$ cat config.mk
export PLATFORM = sky130hd
export DESIGN_NAME = scba_ctrl
export DESIGN_NICKNAME = d
export VERILOG_FILES = /design/src/hw/rtl/size_class_block_allocator_top_assert.svh /design/src/hw/rtl/scba_pkg.sv /design/src/hw/rtl/scba_ctrl.sv
export SDC_FILE = /design/constraint.sdc
export NUM_CORES = 1
export LEC_CHECK = 0
export BUFFER_PORTS_ARGS = -buffer_cell sky130_fd_sc_hd__buf_4
export CAP_MARGIN = 20
export CORE_AREA = 4 4 41 43
export CTS_CLUSTER_DIAMETER = 200
export DETAILED_ROUTE_END_ITERATION = 8
export DIE_AREA = 0 0 45 47
export PLACE_DENSITY = 0.46
export SLEW_MARGIN = 20
export SYNTH_ARGS = -nofsm -noshare
export SYNTH_HDL_FRONTEND = slang
export SYNTH_SLANG_ARGS = --single-unit
$ cat constraint.sdc
create_clock -name i_clk -period 1.83 [get_ports i_clk]
set_clock_uncertainty 0.05 [all_clocks]
set_input_delay 0.0915 -clock i_clk [delete_from_list [all_inputs] [get_ports i_clk]]
set_output_delay 0.0915 -clock i_clk [all_outputs]
set_load 0.05 [all_outputs]
$ cat src/hw/rtl/size_class_block_allocator_top_assert.svh
// assertion macros for the size class block allocator
`ifndef SIZE_CLASS_BLOCK_ALLOCATOR_TOP_ASSERT_SVH
`define SIZE_CLASS_BLOCK_ALLOCATOR_TOP_ASSERT_SVH

// implication checked every clock outside reset
`define SCBA_ASSERT_IMP(label, ante, cons, msg) \
    label: assert property (@(posedge i_clk) disable iff (!i_rst_n) (ante) |-> (cons)) \
        else $error(msg);

// implication checked on the following clock
`define SCBA_ASSERT_NEXT(label, ante, cons, msg) \
    label: assert property (@(posedge i_clk) disable iff (!i_rst_n) (ante) |=> (cons)) \
        else $error(msg);

`endif

$ cat src/hw/rtl/scba_pkg.sv
// shared types, constants and helpers of the size class block allocator
package scba_pkg;
    localparam int ADDR_BITS   = 16;
    localparam int SLOT_BITS   = ADDR_BITS - 3;
    localparam int LINK_BITS   = SLOT_BITS + 1;
    localparam int NUM_CLASSES = 8;
    localparam int CLS_BITS    = 3;
    localparam int HDR_BITS    = 15 + LINK_BITS;
    localparam int SPACE_BITS  = 18;
    localparam int CNT_BITS    = 12;
    localparam int HEADER_BYTES = 8;

    localparam logic [1:0] OP_ALLOC = 2'd0;
    localparam logic [1:0] OP_FREE  = 2'd1;
    localparam logic [1:0] OP_STATS = 2'd2;
    localparam logic [1:0] OP_INIT  = 2'd3;

    localparam logic [2:0] ST_OK       = 3'd0;
    localparam logic [2:0] ST_OVERSIZE = 3'd1;
    localparam logic [2:0] ST_NO_ROOM  = 3'd2;
    localparam logic [2:0] ST_NOT_USED = 3'd3;
    localparam logic [2:0] ST_UNINIT   = 3'd4;

    localparam logic [2:0] CFG_R0_START = 3'd0;
    localparam logic [2:0] CFG_R0_SIZE  = 3'd1;
    localparam logic [2:0] CFG_R1_START = 3'd2;
    localparam logic [2:0] CFG_R1_SIZE  = 3'd3;
    localparam logic [2:0] CFG_COUNT    = 3'd4;

    typedef struct packed {
        logic [1:0]  opcode;
        logic [15:0] request_size;
        logic [15:0] block_address;
        logic [3:0]  class_index;
    } t_in_item;

    typedef struct packed {
        logic [2:0]  status;
        logic [15:0] payload_address;
        logic [17:0] free_bytes;
        logic [17:0] min_free_bytes;
        logic [17:0] uncarved_bytes;
        logic [16:0] primary_uncarved_bytes;
        logic [11:0] class_carved_count;
        logic [11:0] class_free_count;
        logic [12:0] class_block_size;
    } t_out_item;

    typedef struct packed {
        logic [2:0]  index;
        logic [16:0] data;
    } t_cfg_item;

    // controller to datapath
    typedef struct packed {
        logic start;     // latch item, decode
        logic rd_issue;  // header read address valid
        logic commit;    // apply update, build result
    } t_dp_cmd;

    // datapath to controller
    typedef struct packed {
        logic need_read;
    } t_dp_sts;

    // payload bytes of each class
    function automatic logic [12:0] class_size(input logic [CLS_BITS-1:0] c);
        case (c)
            3'd0: class_size = 13'd16;
            3'd1: class_size = 13'd32;
            3'd2: class_size = 13'd64;
            3'd3: class_size = 13'd128;
            3'd4: class_size = 13'd256;
            3'd5: class_size = 13'd1024;
            3'd6: class_size = 13'd2048;
            default: class_size = 13'd4096;
        endcase
    endfunction

    // smallest class holding the given byte count
    function automatic logic [CLS_BITS:0] class_for(input logic [16:0] bytes);
        logic [CLS_BITS:0] r;
        r = {1'b1, 3'd0};
        for (int c = NUM_CLASSES - 1; c >= 0; c--) begin
            if ({4'd0, class_size(CLS_BITS'(c))} >= bytes) r = {1'b0, CLS_BITS'(c)};
        end
        return r;
    endfunction
endpackage

$ cat src/hw/rtl/scba_ctrl.sv
// controller sequencing accept, header read, commit and result beat
module scba_ctrl (
    input  logic              i_clk,
    input  logic              i_rst_n,
    input  logic              i_in_valid,
    output logic              o_in_ready,
    output logic              o_out_valid,
    input  logic              i_out_ready,
    output scba_pkg::t_dp_cmd o_cmd,
    input  scba_pkg::t_dp_sts i_sts
);
    import scba_pkg::*;

    typedef enum logic [1:0] {S_IDLE, S_READ, S_WAIT, S_DONE} t_state;
    t_state r_state;
    logic   r_out_valid;
    logic   n_out_valid;
    logic   can_commit;

    // accept when idle; the result register holds the previous beat meanwhile
    assign o_in_ready  = (r_state == S_IDLE);
    assign o_out_valid = r_out_valid;

    // commit only once the result register is free or being emptied
    assign can_commit = !r_out_valid || i_out_ready;

    always_comb begin
        o_cmd.start    = i_in_valid && o_in_ready;
        o_cmd.rd_issue = (r_state == S_READ);
        o_cmd.commit   = (r_state == S_DONE) && can_commit;
    end

    // next result valid
    always_comb begin
        if (o_cmd.commit) n_out_valid = 1'b1;
        else if (i_out_ready) n_out_valid = 1'b0;
        else n_out_valid = r_out_valid;
    end

    // state and result valid
    always_ff @(posedge i_clk) begin
        if (!i_rst_n) begin
            r_state     <= S_IDLE;
            r_out_valid <= 1'b0;
        end else begin
            r_out_valid <= n_out_valid;
            case (r_state)
                S_IDLE: if (o_cmd.start) r_state <= S_READ;
                S_READ: r_state <= i_sts.need_read ? S_WAIT : S_DONE;
                S_WAIT: r_state <= S_DONE;
                S_DONE: if (can_commit) r_state <= S_IDLE;
                default: r_state <= S_IDLE;
            endcase
        end
    end
endmodule

; Word-level counts from Yosys, hierarchy flattened
; Cells that the tools add are included.
[classes]
eq_ne = 5
n_reduce_logical = 7
mux = 6
[op_table]
columns = op, count
row1 = 2-bit case mux with 4 select lines, 1
row2 = "2-bit == test, second input constant", 2
row3 = 2-bit 2-to-1 mux, 2
row4 = 1-bit 2-to-1 mux, 3
row5 = "2-bit by 1-bit == test with 1-bit output, second input constant", 1
row6 = 1-bit logical AND, 2
row7 = 2-bit logical NOT, 1
row8 = "2-bit by 1-bit inequality test with 1-bit output, second input constant", 1
row9 = "2-bit inequality test, second input constant", 1
row10 = 2-bit AND reduction, 1
row11 = 2-bit nonzero test, 1
row12 = 1-bit logical NOT, 1
row13 = 1-bit logical OR, 1
[totals]
out_inout_bits = 5
regBits = 3
elab_cells = 20
in_bits = 5

; Logic depth before layout (Yosys ltp)
[depth]
word_depth = 4
mapped_depth = 5
mapped_depth_nobuf = 5

; Worst setup path before layout
; No wires, ideal clock.
[synth_timing]
path_type = register to output
startpoint = register r_state[0]
endpoint = output o_cmd[2] (netlist bit)
t_arrival_ps = 1418
path_stages_with_launch = 4
setup_slack_ps = 270
required_time_ps = 1688
n_path_buf = 0
cell_sequence = dfxtp_1 > inv_1 > ha_1 > and2_1
[synth_rtl]
columns = element, line_no
row1 = start: declaration, scba_ctrl.sv:15  ; t_state r_state;
row2 = start signal: assignment, scba_ctrl.sv:49  ; S_READ: r_state <= i_sts.need_read ? S_WAIT : S_DONE;
row3 = end: declaration, scba_ctrl.sv:9  ; output scba_pkg::t_dp_cmd o_cmd,

==> metrics <==
total number of yosys warnings 0; Vias/cell 3.98; vertical die dimension 47 um; transition time of the tightest slew-check pin 198 ps; share of power burned in the clock network 0.226; setup repair after global routing missed its margin no; number of buffer and inverter instances along the worst setup path 2; number of hold-repair buffers added at the cts stage 0; FP Rows 13; Critical R2R Launch r_state[0]$_SDFFE_PN0P_; NumNets Final 44; Layout Area Growth over Synthesis 48.6%; Cell Pwr Density 1590 nW/um2; clk buf depth 2; count of input and output buffers 9; leakage power of the design 0.152 nW; final hold vios 0; busiest layer in global routing met2; run status completed; worst-path fanout max 5; Worst Min Path Start i_rst_n; Int Pwr 0.000270 W; setup total negative slack 0 ps; Routed Antenna Nets 0; RD Place Congestion 0.725; slowest stage cell on the critical path sky130_fd_sc_hd__dfxtp_1; sw frac 0.472; count of pins over their slew limit 0; overall overflow remaining after global route 0; mean post-synth cell area 9.41 um2; vias in the first global route 211; global-route wire length before repair 841 um; layout cells sized above 1 0.400; Root Driver sky130_fd_sc_hd__clkbuf_4; reported max-cap violation count 0; post-route cell area 322 um2; number of buffers inserted by post-CTS setup repair 0; largest net degree at the start of global routing 6; critical path cell sequence inv_1 -> ha_1 -> and2_1 -> buf_4; Floorplan Core Area 1300 um2; beginning of the critical path r_state[1]$_SDFFE_PN0P_; worst min-delay path category in2reg; critical path launch point type flip-flop; Synth cell types 15; Cell Area, Synth 216 um2; DRC errors left 0; initial antenna violation count 0; number of gates given a new drive strength after cts 0; Design Power 0.000512 W; standard cell area after detailed placement 295 um2; setup violation total in the final timing report 0; largest incremental delay on the critical path 370 ps; Ant. Diodes 0; Required @ worst endpoint 1690 ps; count of clock tree sinks 3; largest vdd supply drop 0.887 mV; Starting DRT DRC Count 0; critical path type reg2out; num ports 10; via total after detailed routing 199; H-Tree Level Count 1; instance count on the critical path 4; CTS clk-pin slew, worst paths 40 ps; CTS tree yes; effective utilization at floorplan 0.166; global-route track usage on met3 0.0766; relative contribution of combinational cells to total power 0.573; routed wire length 509 um; Total Die Area 2120 um2; Initial DRT Pass Iterations 1; Net Count, Synth 31; final routed wire length divided by cell count 10.2 um; flip-flop and latch count after synthesis 3; sequential fraction of the synthesis area 0.277; Detailed Place HPWL 408 um; switching pwr 0.000242 W; global-route total usage across every layer 0.0639; chip width 45 um; maximum operating frequency 698 MHz; number of cells on the worst hold path 2; Num CTS Buffers 3; part of the power in registers 0.201; routing usage on met2 0.0847; Top delay family on crit path flip-flops; Clock Latency Late Sink 230 ps; sort of element at the end of the critical path primary output; Slew Limit Headroom 0.867; number of cells on the worst reg-to-reg path 4; Post-Synthesis Cells 23; met1 GRT Util 0.0567; period utilisation layout 0.783; fin crit period 1430 ps; worst path arrival time 1290 ps
-- registers in the layout, summed over array words and instances (netlist names) --
register / count
r_state: 2
o_out_valid: 1
-- cells in the mapped netlist, drive strengths merged --
master / number / area, um2
and2: 1 / 6.26
and2b: 1 / 8.76
and3b: 1 / 12.5
buf: 1 / 7.51
dfxtp: 3 / 60.1
ha: 3 / 37.5
inv: 2 / 7.51
mux2i: 1 / 10.0
nand2: 1 / 3.75
nor2b: 3 / 18.8
nor3: 1 / 5.00
o211ai: 1 / 7.51
o21a: 2 / 15.0
o31a: 1 / 8.76
o31ai: 1 / 7.51
-- through the flow --
stage               utilization  hold WS (ps)  instances  setup WS, ps
floorplan                     -           159         23           270
detailed placement        0.227           285         46           480
CTS                       0.247          40.0         50           388
global route              0.247          53.4         50           332
global placement          0.227           281         46           505
finish                    0.247          44.6         50           397
-- power groups by stage --
stage | Sequential, W | Combinational (W) | Clock, W
after floorplan | 0.000105 | 0.000221 | 0
after global placement | 0.000103 | 0.000291 | 0
after detailed placement | 0.000104 | 0.000292 | 0
after CTS | 0.000103 | 0.000296 | 0.000121
after global routing | 0.000105 | 0.000311 | 0.000129
final | 0.000103 | 0.000293 | 0.000116
-- metal layers --
metal  vias to the layer above  share of wire
li1                        103              -
met2                        12           0.38
met3                         2           0.18
met1                        82           0.43
met5                         -              0
met4                         0          0.016
-- logic make-up (layout without fill, tap and decap cells) --
family	after synthesis	after routing	synth area share
fa+ha+maj	3	3	0.173
mux	1	1	0.0462
simple gates	8	8	0.254
buf+inv	3	15	0.0694
compound gates	5	5	0.179
flops	3	3	0.277
-- final cells by class --
cell class	instances	area (um2)
multi-input cells	17	141
inverters	2	7.51
repair buffers	9	67.6
well taps	15	18.8
fillers	150	980
clock buffers	4	26.3
flip-flops and latches	3	60.1
-- path summary, 6_finish.rpt --
| check | to | slack, ps |
|---|---|---|
| hold / removal | r_state[0]$_SDFFE_PN0P_ | 40 |
| setup / recovery | o_cmd[2] | 400 |
| hold reg to reg | r_state[1]$_SDFFE_PN0P_ | 500 |
| setup reg to reg | r_state[0]$_SDFFE_PN0P_ | 480 |
-- placed cells by master (no fill, tap or decap), drive strengths merged --
cell type / n
o31ai: 1
mux2i: 1
and3b: 1
inv: 2
o31a: 1
nand2: 1
o211ai: 1
nor3: 1
clkbuf: 4
ha: 3
o21a: 2
buf: 9
and2b: 1
and2: 1
dfxtp: 3
nor2b: 3
No activity file was read; power rests on OpenSTA's default activity.
